## config.mk

```make
export PLATFORM = sky130hd
export DESIGN_NAME = nearest_centroid_classifier_core
export DESIGN_NICKNAME = d
export VERILOG_FILES = /design/src/rtl/ncc_pkg.sv /design/src/rtl/ncc_front.sv /design/src/rtl/ncc_cmd_queue.sv /design/src/rtl/ncc_back.sv /design/src/rtl/nearest_centroid_classifier_core.sv
export SDC_FILE = /design/constraint.sdc
export NUM_CORES = 2
export LEC_CHECK = 0
export BUFFER_PORTS_ARGS = -buffer_cell sky130_fd_sc_hd__buf_2
export CAP_MARGIN = 5
export CORE_UTILIZATION = 53
export CTS_BUF_LIST = sky130_fd_sc_hd__clkbuf_8
export DETAILED_ROUTE_END_ITERATION = 8
export MAX_ROUTING_LAYER = met4
export PLACE_DENSITY_LB_ADDON = 0.05
export SLEW_MARGIN = 20
export SYNTH_ARGS = -nofsm -noshare
export SYNTH_HDL_FRONTEND = slang
export SYNTH_SLANG_ARGS = --single-unit
export TNS_END_PERCENT = 50
```

## constraint.sdc

```tcl
create_clock -name clk -period 9.73 [get_ports clk]
set_input_delay 0.973 -clock clk [delete_from_list [all_inputs] [get_ports clk]]
set_output_delay 0.973 -clock clk [all_outputs]
set_load 0.01 [all_outputs]
```

## src/rtl/ncc_pkg.sv

```systemverilog
// types and constants shared by the nearest centroid classifier modules
`timescale 1ns / 1ps
package ncc_pkg;

  localparam int COORD_W   = 16;
  localparam int SLOT_W    = 4;
  localparam int CIU_W     = 5;
  localparam int CLUSTER_W = 4;
  localparam int COUNT_W   = 32;
  localparam int SQ_W      = 2 * COORD_W;
  localparam int DIST_W    = SQ_W + 1;

  localparam logic [CIU_W-1:0] CIU_RESET = 5'd10;

  localparam int Q_DEPTH = 2;
  localparam int Q_PTR_W = 1;
  localparam int Q_CNT_W = 2;

  typedef enum logic {
    OP_LOAD     = 1'b0,
    OP_CLASSIFY = 1'b1
  } op_t;

  typedef struct packed {
    op_t                       op;
    logic                      slot_ok;
    logic [SLOT_W-1:0]         slot;
    logic signed [COORD_W-1:0] x;
    logic signed [COORD_W-1:0] y;
  } cmd_t;

  typedef enum logic [2:0] {
    ST_IDLE,
    ST_SEARCH,
    ST_DRAIN,
    ST_CNT_RD,
    ST_CNT_WR
  } back_state_t;

endpackage

```

## src/rtl/ncc_front.sv

```systemverilog
// input stage: accepts transactions and decodes them into commands
`timescale 1ns / 1ps
module ncc_front import ncc_pkg::*; #(
  parameter int MAX_CENTROIDS = 16
) (
  input  logic                      clk,
  input  logic                      rst_n,
  input  logic                      in_valid,
  output logic                      in_stall,
  input  logic                      in_func,
  input  logic [SLOT_W-1:0]         in_slot,
  input  logic signed [COORD_W-1:0] in_coord_x,
  input  logic signed [COORD_W-1:0] in_coord_y,
  output logic                      push_valid,
  input  logic                      push_ready,
  output cmd_t                      push_cmd
);

  logic fr_vld_r;
  logic fr_vld_nxt;
  cmd_t fr_cmd_r;
  logic accept;

  assign in_stall   = fr_vld_r && !push_ready;
  assign accept     = in_valid && !in_stall;
  assign push_valid = fr_vld_r;
  assign push_cmd   = fr_cmd_r;

  always_comb begin
    fr_vld_nxt = fr_vld_r;
    if (accept) begin
      fr_vld_nxt = 1'b1;
    end else if (push_ready) begin
      fr_vld_nxt = 1'b0;
    end
  end

  always_ff @(posedge clk) begin
    if (!rst_n) begin
      fr_vld_r <= 1'b0;
    end else begin
      fr_vld_r <= fr_vld_nxt;
    end
  end

  always_ff @(posedge clk) begin
    if (accept) begin
      fr_cmd_r.op      <= op_t'(in_func);
      fr_cmd_r.slot_ok <= (32'(in_slot) < MAX_CENTROIDS);
      fr_cmd_r.slot    <= in_slot;
      fr_cmd_r.x       <= in_coord_x;
      fr_cmd_r.y       <= in_coord_y;
    end
  end

endmodule

```

## src/rtl/ncc_cmd_queue.sv

```systemverilog
// two entry command queue between the front and the back
`timescale 1ns / 1ps
module ncc_cmd_queue import ncc_pkg::*; (
  input  logic clk,
  input  logic rst_n,
  input  logic push_valid,
  output logic push_ready,
  input  cmd_t push_cmd,
  output logic pop_valid,
  input  logic pop,
  output cmd_t pop_cmd
);

  cmd_t               entry_r [Q_DEPTH];
  logic [Q_PTR_W-1:0] wr_ptr_r;
  logic [Q_PTR_W-1:0] wr_ptr_nxt;
  logic [Q_PTR_W-1:0] rd_ptr_r;
  logic [Q_PTR_W-1:0] rd_ptr_nxt;
  logic [Q_CNT_W-1:0] count_r;
  logic [Q_CNT_W-1:0] count_nxt;
  logic               do_push;
  logic               do_pop;

  assign push_ready = (count_r != Q_CNT_W'(Q_DEPTH));
  assign pop_valid  = (count_r != '0);
  assign pop_cmd    = entry_r[rd_ptr_r];
  assign do_push    = push_valid && push_ready;
  assign do_pop     = pop && pop_valid;

  always_comb begin
    wr_ptr_nxt = do_push ? wr_ptr_r + Q_PTR_W'(1) : wr_ptr_r;
    rd_ptr_nxt = do_pop ? rd_ptr_r + Q_PTR_W'(1) : rd_ptr_r;
    count_nxt  = count_r;
    if (do_push && !do_pop) begin
      count_nxt = count_r + Q_CNT_W'(1);
    end else if (do_pop && !do_push) begin
      count_nxt = count_r - Q_CNT_W'(1);
    end
  end

  always_ff @(posedge clk) begin
    if (!rst_n) begin
      wr_ptr_r <= '0;
      rd_ptr_r <= '0;
      count_r  <= '0;
    end else begin
      wr_ptr_r <= wr_ptr_nxt;
      rd_ptr_r <= rd_ptr_nxt;
      count_r  <= count_nxt;
    end
  end

  always_ff @(posedge clk) begin
    if (do_push) begin
      entry_r[wr_ptr_r] <= push_cmd;
    end
  end

endmodule

```

## src/rtl/ncc_back.sv

```systemverilog
// execution engine: centroid store, distance pipeline, cluster counts, result register
`timescale 1ns / 1ps
module ncc_back import ncc_pkg::*; #(
  parameter int MAX_CENTROIDS = 16
) (
  input  logic                 clk,
  input  logic                 rst_n,
  input  logic [CIU_W-1:0]     cfg_ciu,
  input  logic                 q_valid,
  input  cmd_t                 q_cmd,
  output logic                 q_pop,
  output logic                 out_valid,
  input  logic                 out_stall,
  output logic [CLUSTER_W-1:0] out_cluster,
  output logic [COUNT_W-1:0]   out_cluster_total
);

  localparam int IDX_W = $clog2(MAX_CENTROIDS);

  back_state_t state_r;
  back_state_t state_nxt;
  logic [IDX_W-1:0] j_r;
  logic [IDX_W-1:0] j_nxt;
  logic [IDX_W-1:0] last_r;
  logic [IDX_W-1:0] last_nxt;
  logic [IDX_W-1:0] last_sel;

  // centroid store
  logic [COORD_W-1:0] tab_x [MAX_CENTROIDS];
  logic [COORD_W-1:0] tab_y [MAX_CENTROIDS];
  logic               tab_we;

  // point under classification
  logic signed [COORD_W-1:0] px_r;
  logic signed [COORD_W-1:0] py_r;
  logic                      lat_pt;

  // issue
  logic             iss_vld;
  logic [IDX_W-1:0] iss_idx;
  logic             iss_first;
  logic             iss_last;

  // pipeline stages
  logic               s1_vld_r, s1_first_r, s1_last_r;
  logic [IDX_W-1:0]   s1_idx_r;
  logic [COORD_W-1:0] rd_x_r, rd_y_r;
  logic               s2_vld_r, s2_first_r, s2_last_r;
  logic [IDX_W-1:0]   s2_idx_r;
  logic [COORD_W-1:0] adx_r, ady_r;
  logic               s3_vld_r, s3_first_r, s3_last_r;
  logic [IDX_W-1:0]   s3_idx_r;
  logic [SQ_W-1:0]    sqx_r, sqy_r;

  logic [COORD_W:0]   dx, dy;
  logic [COORD_W-1:0] adx_c, ady_c;
  logic [DIST_W-1:0]  dist_c;
  logic [DIST_W-1:0]  best_d_r;
  logic [IDX_W-1:0]   best_idx_r;

  // cluster counts
  logic [COUNT_W-1:0]       cnt_mem [MAX_CENTROIDS];
  logic [MAX_CENTROIDS-1:0] cnt_vld_r;
  logic [COUNT_W-1:0]       cnt_rd_r;
  logic                     cnt_hit_r;
  logic [COUNT_W-1:0]       cnt_cur;
  logic [COUNT_W-1:0]       cnt_new;
  logic                     cnt_we;

  // result register
  logic                 out_valid_r;
  logic [CLUSTER_W-1:0] out_cluster_r;
  logic [COUNT_W-1:0]   out_total_r;
  logic                 out_load;

  assign out_valid         = out_valid_r;
  assign out_cluster       = out_cluster_r;
  assign out_cluster_total = out_total_r;

  // last slot searched, zero means one, clamp to table depth
  always_comb begin
    if (cfg_ciu == '0) begin
      last_sel = '0;
    end else if (32'(cfg_ciu) > MAX_CENTROIDS) begin
      last_sel = IDX_W'(MAX_CENTROIDS - 1);
    end else begin
      last_sel = IDX_W'(cfg_ciu - CIU_W'(1));
    end
  end

  always_comb begin
    state_nxt = state_r;
    j_nxt     = j_r;
    last_nxt  = last_r;
    q_pop     = 1'b0;
    tab_we    = 1'b0;
    lat_pt    = 1'b0;
    iss_vld   = 1'b0;
    iss_idx   = j_r;
    iss_first = 1'b0;
    iss_last  = 1'b0;
    cnt_we    = 1'b0;
    out_load  = 1'b0;
    case (state_r)
      ST_IDLE: begin
        if (q_valid) begin
          q_pop = 1'b1;
          if (q_cmd.op == OP_LOAD) begin
            tab_we = q_cmd.slot_ok;
          end else begin
            lat_pt    = 1'b1;
            iss_vld   = 1'b1;
            iss_idx   = '0;
            iss_first = 1'b1;
            iss_last  = (last_sel == '0);
            last_nxt  = last_sel;
            j_nxt     = IDX_W'(1);
            state_nxt = iss_last ? ST_DRAIN : ST_SEARCH;
          end
        end
      end
      ST_SEARCH: begin
        iss_vld  = 1'b1;
        iss_last = (j_r == last_r);
        j_nxt    = j_r + IDX_W'(1);
        if (iss_last) begin
          state_nxt = ST_DRAIN;
        end
      end
      ST_DRAIN: begin
        if (s3_vld_r && s3_last_r) begin
          state_nxt = ST_CNT_RD;
        end
      end
      ST_CNT_RD: begin
        state_nxt = ST_CNT_WR;
      end
      ST_CNT_WR: begin
        if (!out_valid_r || !out_stall) begin
          cnt_we    = 1'b1;
          out_load  = 1'b1;
          state_nxt = ST_IDLE;
        end
      end
      default: begin
        state_nxt = ST_IDLE;
      end
    endcase
  end

  // absolute differences and the sum of squares
  always_comb begin
    dx     = {px_r[COORD_W-1], px_r} - {rd_x_r[COORD_W-1], rd_x_r};
    dy     = {py_r[COORD_W-1], py_r} - {rd_y_r[COORD_W-1], rd_y_r};
    adx_c  = dx[COORD_W] ? COORD_W'((COORD_W+1)'(0) - dx) : dx[COORD_W-1:0];
    ady_c  = dy[COORD_W] ? COORD_W'((COORD_W+1)'(0) - dy) : dy[COORD_W-1:0];
    dist_c = {1'b0, sqx_r} + {1'b0, sqy_r};
  end

  // saturating count
  always_comb begin
    cnt_cur = cnt_hit_r ? cnt_rd_r : '0;
    cnt_new = (cnt_cur == '1) ? cnt_cur : cnt_cur + COUNT_W'(1);
  end

  always_ff @(posedge clk) begin
    if (!rst_n) begin
      state_r     <= ST_IDLE;
      j_r         <= '0;
      last_r      <= '0;
      s1_vld_r    <= 1'b0;
      s2_vld_r    <= 1'b0;
      s3_vld_r    <= 1'b0;
      cnt_vld_r   <= '0;
      out_valid_r <= 1'b0;
    end else begin
      state_r  <= state_nxt;
      j_r      <= j_nxt;
      last_r   <= last_nxt;
      s1_vld_r <= iss_vld;
      s2_vld_r <= s1_vld_r;
      s3_vld_r <= s2_vld_r;
      if (cnt_we) begin
        cnt_vld_r[best_idx_r] <= 1'b1;
      end
      if (out_load) begin
        out_valid_r <= 1'b1;
      end else if (!out_stall) begin
        out_valid_r <= 1'b0;
      end
    end
  end

  always_ff @(posedge clk) begin
    if (tab_we) begin
      tab_x[IDX_W'(q_cmd.slot)] <= q_cmd.x;
      tab_y[IDX_W'(q_cmd.slot)] <= q_cmd.y;
    end
    rd_x_r <= tab_x[iss_idx];
    rd_y_r <= tab_y[iss_idx];
  end

  always_ff @(posedge clk) begin
    if (lat_pt) begin
      px_r <= q_cmd.x;
      py_r <= q_cmd.y;
    end
    s1_idx_r   <= iss_idx;
    s1_first_r <= iss_first;
    s1_last_r  <= iss_last;
    s2_idx_r   <= s1_idx_r;
    s2_first_r <= s1_first_r;
    s2_last_r  <= s1_last_r;
    adx_r      <= adx_c;
    ady_r      <= ady_c;
    s3_idx_r   <= s2_idx_r;
    s3_first_r <= s2_first_r;
    s3_last_r  <= s2_last_r;
    sqx_r      <= adx_r * adx_r;
    sqy_r      <= ady_r * ady_r;
    // strict less keeps the lowest index on ties
    if (s3_vld_r && (s3_first_r || dist_c < best_d_r)) begin
      best_d_r   <= dist_c;
      best_idx_r <= s3_idx_r;
    end
  end

  always_ff @(posedge clk) begin
    if (cnt_we) begin
      cnt_mem[best_idx_r] <= cnt_new;
    end
    cnt_rd_r  <= cnt_mem[best_idx_r];
    cnt_hit_r <= cnt_vld_r[best_idx_r];
  end

  always_ff @(posedge clk) begin
    if (out_load) begin
      out_cluster_r <= CLUSTER_W'(best_idx_r);
      out_total_r   <= cnt_new;
    end
  end

endmodule

```

## src/rtl/nearest_centroid_classifier_core.sv

```systemverilog
// top level of the nearest centroid classifier
//
// input channel: in_valid/in_stall with in_func, in_slot, in_coord_x, in_coord_y.
//   func 0 loads centroid (x,y) into a slot, func 1 classifies point (x,y).
// result channel: out_valid/out_stall with out_cluster, out_cluster_total,
//   one transaction per classify, none per load.
// config channel: cfg_valid/cfg_ready with cfg_centroids_in_use, always ready;
//   write only while the block is idle.
// engine occupancy: a load is done once the queue pops it; a classify holds the engine
//   through search, pipeline drain, count read and count write, as the centroid store
//   delivers one centroid per cycle into the distance pipeline.
// a classify passes the front register, the queue, the search and the count update
//   before out_valid rises; the count write waits while a held result is stalled.
// a two entry queue lets new transactions be accepted while the engine works
//   or while a result waits on out_stall; the held result does not change.
// reset clears the queue, the result register and all cluster counts, and sets
//   centroids_in_use to 10; centroids must be loaded before use.
`timescale 1ns / 1ps
module nearest_centroid_classifier_core import ncc_pkg::*; #(
  parameter int MAX_CENTROIDS = 16
) (
  input  logic                      clk,
  input  logic                      rst_n,
  input  logic                      in_valid,
  output logic                      in_stall,
  input  logic                      in_func,
  input  logic [SLOT_W-1:0]         in_slot,
  input  logic signed [COORD_W-1:0] in_coord_x,
  input  logic signed [COORD_W-1:0] in_coord_y,
  output logic                      out_valid,
  input  logic                      out_stall,
  output logic [CLUSTER_W-1:0]      out_cluster,
  output logic [COUNT_W-1:0]        out_cluster_total,
  input  logic                      cfg_valid,
  output logic                      cfg_ready,
  input  logic [CIU_W-1:0]          cfg_centroids_in_use
);

  logic [CIU_W-1:0] ciu_r;
  logic             push_valid;
  logic             push_ready;
  cmd_t             push_cmd;
  logic             q_valid;
  logic             q_pop;
  cmd_t             q_cmd;

  assign cfg_ready = 1'b1;

  always_ff @(posedge clk) begin
    if (!rst_n) begin
      ciu_r <= CIU_RESET;
    end else if (cfg_valid && cfg_ready) begin
      ciu_r <= cfg_centroids_in_use;
    end
  end

  ncc_front #(
    .MAX_CENTROIDS(MAX_CENTROIDS)
  ) u_front (
    .clk        (clk),
    .rst_n      (rst_n),
    .in_valid   (in_valid),
    .in_stall   (in_stall),
    .in_func    (in_func),
    .in_slot    (in_slot),
    .in_coord_x (in_coord_x),
    .in_coord_y (in_coord_y),
    .push_valid (push_valid),
    .push_ready (push_ready),
    .push_cmd   (push_cmd)
  );

  ncc_cmd_queue u_queue (
    .clk        (clk),
    .rst_n      (rst_n),
    .push_valid (push_valid),
    .push_ready (push_ready),
    .push_cmd   (push_cmd),
    .pop_valid  (q_valid),
    .pop        (q_pop),
    .pop_cmd    (q_cmd)
  );

  ncc_back #(
    .MAX_CENTROIDS(MAX_CENTROIDS)
  ) u_back (
    .clk               (clk),
    .rst_n             (rst_n),
    .cfg_ciu           (ciu_r),
    .q_valid           (q_valid),
    .q_cmd             (q_cmd),
    .q_pop             (q_pop),
    .out_valid         (out_valid),
    .out_stall         (out_stall),
    .out_cluster       (out_cluster),
    .out_cluster_total (out_cluster_total)
  );

endmodule

```

### Word level (Yosys, flattened, before mapping)

Memories as Yosys holds them, arrays and structs flattened. A register that Yosys moved wholly into a read port is not among the register bits.
Cells that the tools add are included.

| cells by class | value |
|---|---|
| add/sub/neg operators | 12 |
| multiply operators | 2 |
| $lt $le $gt $ge | 4 |
| eq/ne operators | 13 |
| mux-type cells | 51 |
| bitwise operators | 1 |
| reductions and logical operators | 27 |

Operators by type and width:

| kind | number |
|---|---|
| $mul 16x16->32 | 2 |
| $mux 32 | 2 |
| $sub 16x16->17 | 2 |
| $add 32x32->33 | 1 |
| $lt 33x33->1 | 1 |
| $add 32x1->32 const B | 1 |
| $eq 32x32->1 const B | 1 |
| $mux 16 | 2 |
| $sub 1x16->16 const A | 2 |
| $mux 4 | 7 |
| $mux 1 | 26 |
| $or 16x16->16 | 1 |
| $mux 3 | 5 |
| $pmux 3 s5 | 1 |
| $ne 2x1->1 const B | 5 |
| $logic_and 1x1->1 | 9 |
| $pmux 4 s2 | 1 |
| $reduce_bool 2->1 | 4 |
| $eq 3x2->1 const B | 2 |
| $logic_not 1->1 | 6 |
| $mux 2 | 3 |
| $reduce_and 3->1 | 2 |
| $gt 5x5->1 const B | 1 |
| $logic_not 5->1 | 1 |
| 18 further kinds | 22 |

| word-level totals | value |
|---|---|
| register bits | 298 |
| RAM bits | 1,098 |
| bits of input ports | 47 |
| output and inout bits | 39 |
| word-level logic and storage cells | 151 |
| memories | 4 |

Memories:

| name | words | bits a word | rd ports | clocked after Yosys merged registers in | write ports | line | text |
|---|---|---|---|---|---|---|---|
| u_back.cnt_mem | 16 | 32 | 1 | 1 | 1 | ncc_back.sv:62 | `logic [COUNT_W-1:0] cnt_mem [MAX_CENTROIDS];` |
| u_back.tab_x | 16 | 16 | 1 | 1 | 1 | ncc_back.sv:29 | `logic [COORD_W-1:0] tab_x [MAX_CENTROIDS];` |
| u_back.tab_y | 16 | 16 | 1 | 1 | 1 | ncc_back.sv:30 | `logic [COORD_W-1:0] tab_y [MAX_CENTROIDS];` |
| u_queue.entry_r | 2 | 37 | 1 | 1 | 1 | ncc_cmd_queue.sv:14 | `cmd_t entry_r [Q_DEPTH];` |

### Longest topological paths before layout

| depth | value |
|---|---|
| depth after elaboration | 8 |
| gate-level depth with buffers | 27 |
| gate-level depth less buffers | 24 |

### Cells and area by module

Synthesis repeated with hierarchy kept, for this count alone.

| second synthesis, totals | value |
|---|---|
| cell total of the unflattened synthesis | 5,036 |
| area total of the unflattened synthesis | 71,696.3 um^2 |

Modules (own cells, without submodules):

| module | times used | cells an instance | area each (um^2) | sequential area each (um^2) |
|---|---|---|---|---|
| ncc_back | 1 | 4,833 | 67,347.1 | 38,066.5 |
| ncc_cmd_queue | 1 | 142 | 2,980.4 | 2,382.3 |
| ncc_front | 1 | 43 | 1,169.9 | 1,131.1 |
| nearest_centroid_classifier_core | 1 | 18 | 198.9 | 100.1 |

### Worst setup path after synthesis

OpenSTA, ideal clock, no wires.

| path | value |
|---|---|
| path kind | flip-flop to flip-flop |
| start point | register u_back.sqy_r[11] |
| end point | register u_back.best_d_r[0], enable pin |
| library setup time | 0.483 ns |
| arrival | 6.067 ns |
| required time | 9.247 ns |
| slack | 3.180 ns |
| stages on the path, launching flop included | 21 |
| path buffers | 0 |
| period minus slack after synthesis | 6.550 ns |
| cells stage by stage | dfxtp_1 ha_1 a211o_1 nor3_1 o211ai_1 nand2_1 o2bb2ai_1 a21boi_0 o211ai_1 a21oi_1 xnor2_1 ha_1 a21o_1 a21o_1 a21o_1 a21oi_1 o21ai_0 a21oi_1 o21a_1 nand2_1 o21ai_0 |

| on the way | value |
|---|---|
| longest elaborated chain between the ends | 4 |

Ends and longest elaborated chain:

| element | line | text |
|---|---|---|
| start, declared | ncc_back.sv:53 | `logic [SQ_W-1:0] sqx_r, sqy_r;` |
| start signal, assigned | ncc_back.sv:220 | `sqy_r <= ady_r * ady_r;` |
| $add 32x32->33 | ncc_back.sv:157 | `dist_c = {1'b0, sqx_r} + {1'b0, sqy_r};` |
| via u_back.dist_c[26] | ncc_back.sv:57 | `logic [DIST_W-1:0] dist_c;` |
| $lt 33x33->1 | ncc_back.sv:222 | `if (s3_vld_r && (s3_first_r \|\| dist_c < best_d_r)) begin` |
| $logic_or 1x1->1 | ncc_back.sv:222 |  |
| $logic_and 1x1->1 | ncc_back.sv:222 |  |
| end signal, assigned | ncc_back.sv:223 | `best_d_r <= dist_c;` |
| end, declared | ncc_back.sv:58 | `logic [DIST_W-1:0] best_d_r;` |

The timed path passes the listed nets, and every way through them passes these cells.
A chain may end at the register's enable or synchronous reset.

### Worst setup path in the final report

| path | value |
|---|---|
| start point | register u_back.adx_r[0] |
| end point | register u_back.sqx_r[31] |

| on the way | value |
|---|---|
| longest elaborated chain between the ends | 1 |

Ends and longest elaborated chain:

| element | line | text |
|---|---|---|
| start, declared | ncc_back.sv:50 | `logic [COORD_W-1:0] adx_r, ady_r;` |
| start signal, assigned | ncc_back.sv:214 | `adx_r <= adx_c;` |
| $mul 16x16->32 | ncc_back.sv:219 | `sqx_r <= adx_r * adx_r;` |
| end signal, assigned | ncc_back.sv:219 |  |
| end, declared | ncc_back.sv:53 |  |

No other way between the ends.

==> metrics.txt <==
Mean Syn Cell Area 14.13 um^2; startpoint types flip-flop; critical path arrival 7.75 ns; synth warn 0; Post-Syn Area 71540 um^2; routed len/inst 23.65 um; Yosys reg bits 1459; unrepaired setup endpoints after global routing no; Syn-to-layout area delta 10.19%; crit-path max FO 13; largest net degree at the start of global routing 132; status finished, violations left; max-cap viol count 0; CTS tree yes; drt pass-1 iters 7; Post-synth top flop edfxtp_1; Synth cell types 89; vias in the first global route 41542; DRC viols 3; overall routed net length 170.6 mm; flop2flop setup slack 2.75 ns; Initial Util 0.5354; min Tclk post-route 6.982 ns; post-CTS sizing 0; Initial DRC Count 3325; r2r worst-path depth 22; clk_skew 0.09158 ns; Slowest Stage Delay on Critical Path 0.74 ns; Achievable Freq 143.2 MHz; Final TNS setup 0 ns; ys async rst share 0; fin crit share 0.7176; max-slew violations 0; Max-Slew Margin vs Limit 0.3019; worst hold path type in -> reg; vias after detailed routing 40829; total CTS buffers 227; register area share after synthesis 0.5817; Top cell by count, worst path fa_1; clk buf depth 3; worst skew pair latency 0.96 ns; cts hold-fix bufs 0; WP data required 10.50 ns; Die ar. 136500 um^2; failing checks DRC; Die W 369.4 um; Detail Placement HPWL 106.8 mm; Worst setup EP type flip-flop; first-pass GRT wire length 258.0 mm; IO Port Bufs 84; number of antenna violations at the first check in global routing 8; crit path kind reg -> reg; routed vias/inst 5.661; Crit Reg-Reg Endpoint u_back.sqx_r[31]; clk sinks 1459; WHS Endpoint u_front.push_cmd[37]; H-tree lvl count 4; DRT antenna net count 0; hold_sp in_func; Core Box Area 133600 um^2; Die Y 369.4 um; number of enable flip-flop cells after synthesis 1240; global-route total usage across every layer 0.2619; I/O pins 86; hold depth 1; RD Place Congestion 0.8710; CP cell instances inv_1 > nor2_1 > inv_1 > fa_1 > fa_1 > inv_1 > fa_1 > fa_1 > fa_1 > inv_1 > fa_1 > inv_1 > ha_1 > a21o_1 > a21o_1 > a21oi_1 > o21ai_1 > a31oi_1 > o31ai_1 > a311oi_1 > nor2_1 > a311oi_1; # fillers 10449; row count 134; count of final setup violators 0; Syn Nets 5739; gr ovfl total 0; Synth Instances 5065; Clk Tree Root Cell clkbuf_8; worst r2r src u_back.adx_r[0]; Post-layout nets 5916; Post-CTS Setup Bufs 0; share of post-route cells with drive strength above 1 0.1601; Reg clk slew, reported paths 0.06 ns; final hold vios 0; Worst Tran Pin Value 1.046 ns; Util after Layout 0.5900; slowest CP cell dfxtp_1
worst max-delay path: cells and delay by family (launching register included):
family                   cells  cell delay, ns
adder cells (fa/ha/maj)      7            3.04
AO/OA/AOI/OAI                8            1.95
flip-flops                   1            0.74
buffers and inverters        5            0.58
AND/OR/NAND/NOR              2            0.51
Yosys cell counts (21+ instances only):
cell type,n,share of area
ha_1,301,0.053
xnor2_1,115,0.014
a21o_1,45,0.0047
nor2_1,216,0.011
nor3_1,34,0.0024
a221oi_1,35,0.0043
inv_1,603,0.032
mux4_2,165,0.052
fa_1,326,0.091
nand2_1,295,0.015
o221ai_1,32,0.0039
nor2b_1,55,0.0048
clkbuf_1,165,0.0087
xor2_1,60,0.0073
edfxtp_1,1240,0.52
nand3_1,82,0.0057
and3_1,21,0.0018
a21oi_1,244,0.017
nand4_1,21,0.0018
dfxtp_1,219,0.061
mux2_2,165,0.026
buf_1,27,0.0014
o31ai_1,42,0.0044
mux2i_1,71,0.0099
and2_1,95,0.0083
o21ai_0,126,0.0088
a31oi_1,48,0.0042
metrics by stage:
step	hold slack, ns	cell area, um^2	worst slack (ns)	instances
2_1_floorplan	0.3096	71540	3.180	5065
3_3_place_gp	0.3105	74200	2.989	6781
3_5_place_dp	0.3144	74230	2.847	6781
4_1_cts	0.05288	78780	2.745	7208
5_1_grt	0.1041	78840	2.362	7212
6_report	0.1859	78840	2.748	7212
per-layer routing:
layer / vias up / share of wire / global-route usage / wire length, um
met1: 20846 / 0.45 / 0.3656 / 77200
met2: 1158 / 0.48 / 0.4099 / 81260
li1: 18601 / - / - / -
met4: 0 / 0.019 / 0.06136 / 3165
met3: 224 / 0.053 / 0.03623 / 8971
met5: - / 0 / - / 0
area by class of cell:
class	instances	area [um^2]	share of cell area
Antenna cell	4	10.01	0.0001270
Sequential cell	1459	41630	0.5280
Multi-Input combinational cell	2800	27230	0.3454
Clock inverter	174	1064	0.01349
Timing Repair Buffer	150	940.9	0.01193
Clock buffer	253	3482	0.04417
Tap cell	1768	2212	0.02806
Inverter	604	2271	0.02880
cells by family after synthesis:
logic type	synth area share
DFF	0.5817
and+or+nand+nor	0.05834
buffers and inverters	0.04285
AOI/OAI and AO/OA	0.06390
adders and majority gates	0.1439
muxes	0.08784
xor gates and xnor gates	0.02142
other	0.00005241
registers in the layout, indices dropped and copies added (netlist names), 5 cells and up, named ones only:
register and count:
u_back.cnt_mem 512, u_back.tab_x 256, u_back.tab_y 256, u_queue.entry_r 74, u_front.push_cmd 37, u_back.best_d_r 33, u_back.cnt_rd_r 32, u_back.out_cluster_total 32
u_back.sqx_r 31, u_back.sqy_r 31, u_back.adx_r 16, u_back.ady_r 16, u_back.cnt_vld_r 16, u_back.px_r 16, u_back.py_r 16, u_back.rd_x_r 16
u_back.rd_y_r 16, ciu_r 5
worst max-delay path by stage:
stage | startpoint | endpoint | slack [ns] | depth (start not counted)
3_5_place_dp | u_back.adx_r[0] | u_back.sqx_r[31] | 2.85 | 22
2_1_floorplan | u_back.sqy_r[11] | u_back.best_d_r[0] | 3.18 | 20
6_report | u_back.adx_r[0] | u_back.sqx_r[31] | 2.75 | 22
5_1_grt | u_back.adx_r[0] | u_back.sqx_r[31] | 2.36 | 22
3_3_place_gp | u_back.adx_r[0] | u_back.sqx_r[30] | 2.99 | 22
4_1_cts | u_back.adx_r[0] | u_back.sqx_r[31] | 2.74 | 22
layout by cell type, fill, tap and decap left out, types with 8 or more instances in the layout:
cell type and n:
buf_2 84, or2_2 13, clkinv_2 13, inv_1 710
o21ai_0 124, clkinv_1 29, edfxtp_1 1240, a21o_1 45
o21bai_1 11, o211ai_1 11, buf_4 64, a31oi_1 48
clkbuf_8 253, mux2i_1 70, nand2_1 291, or3_1 11
xnor2_1 114, and3_1 20, ha_1 301, a211oi_1 13
nor2_4 30, nor2_1 186, xor2_1 53, mux4_2 165
nand3_1 82, o31ai_1 41, a211o_1 8, nand4_1 21
mux2_2 165, dfxtp_1 215, a21oi_1 241, nand2b_1 19
o221ai_1 32, nor2b_1 54, fa_1 326, a221oi_1 35
nor3_1 30, o21a_1 19, and2_1 94
Power is left out: the tool's default activity adds up to more than one toggle a clock period on the data nets, which glitch-free logic cannot reach.
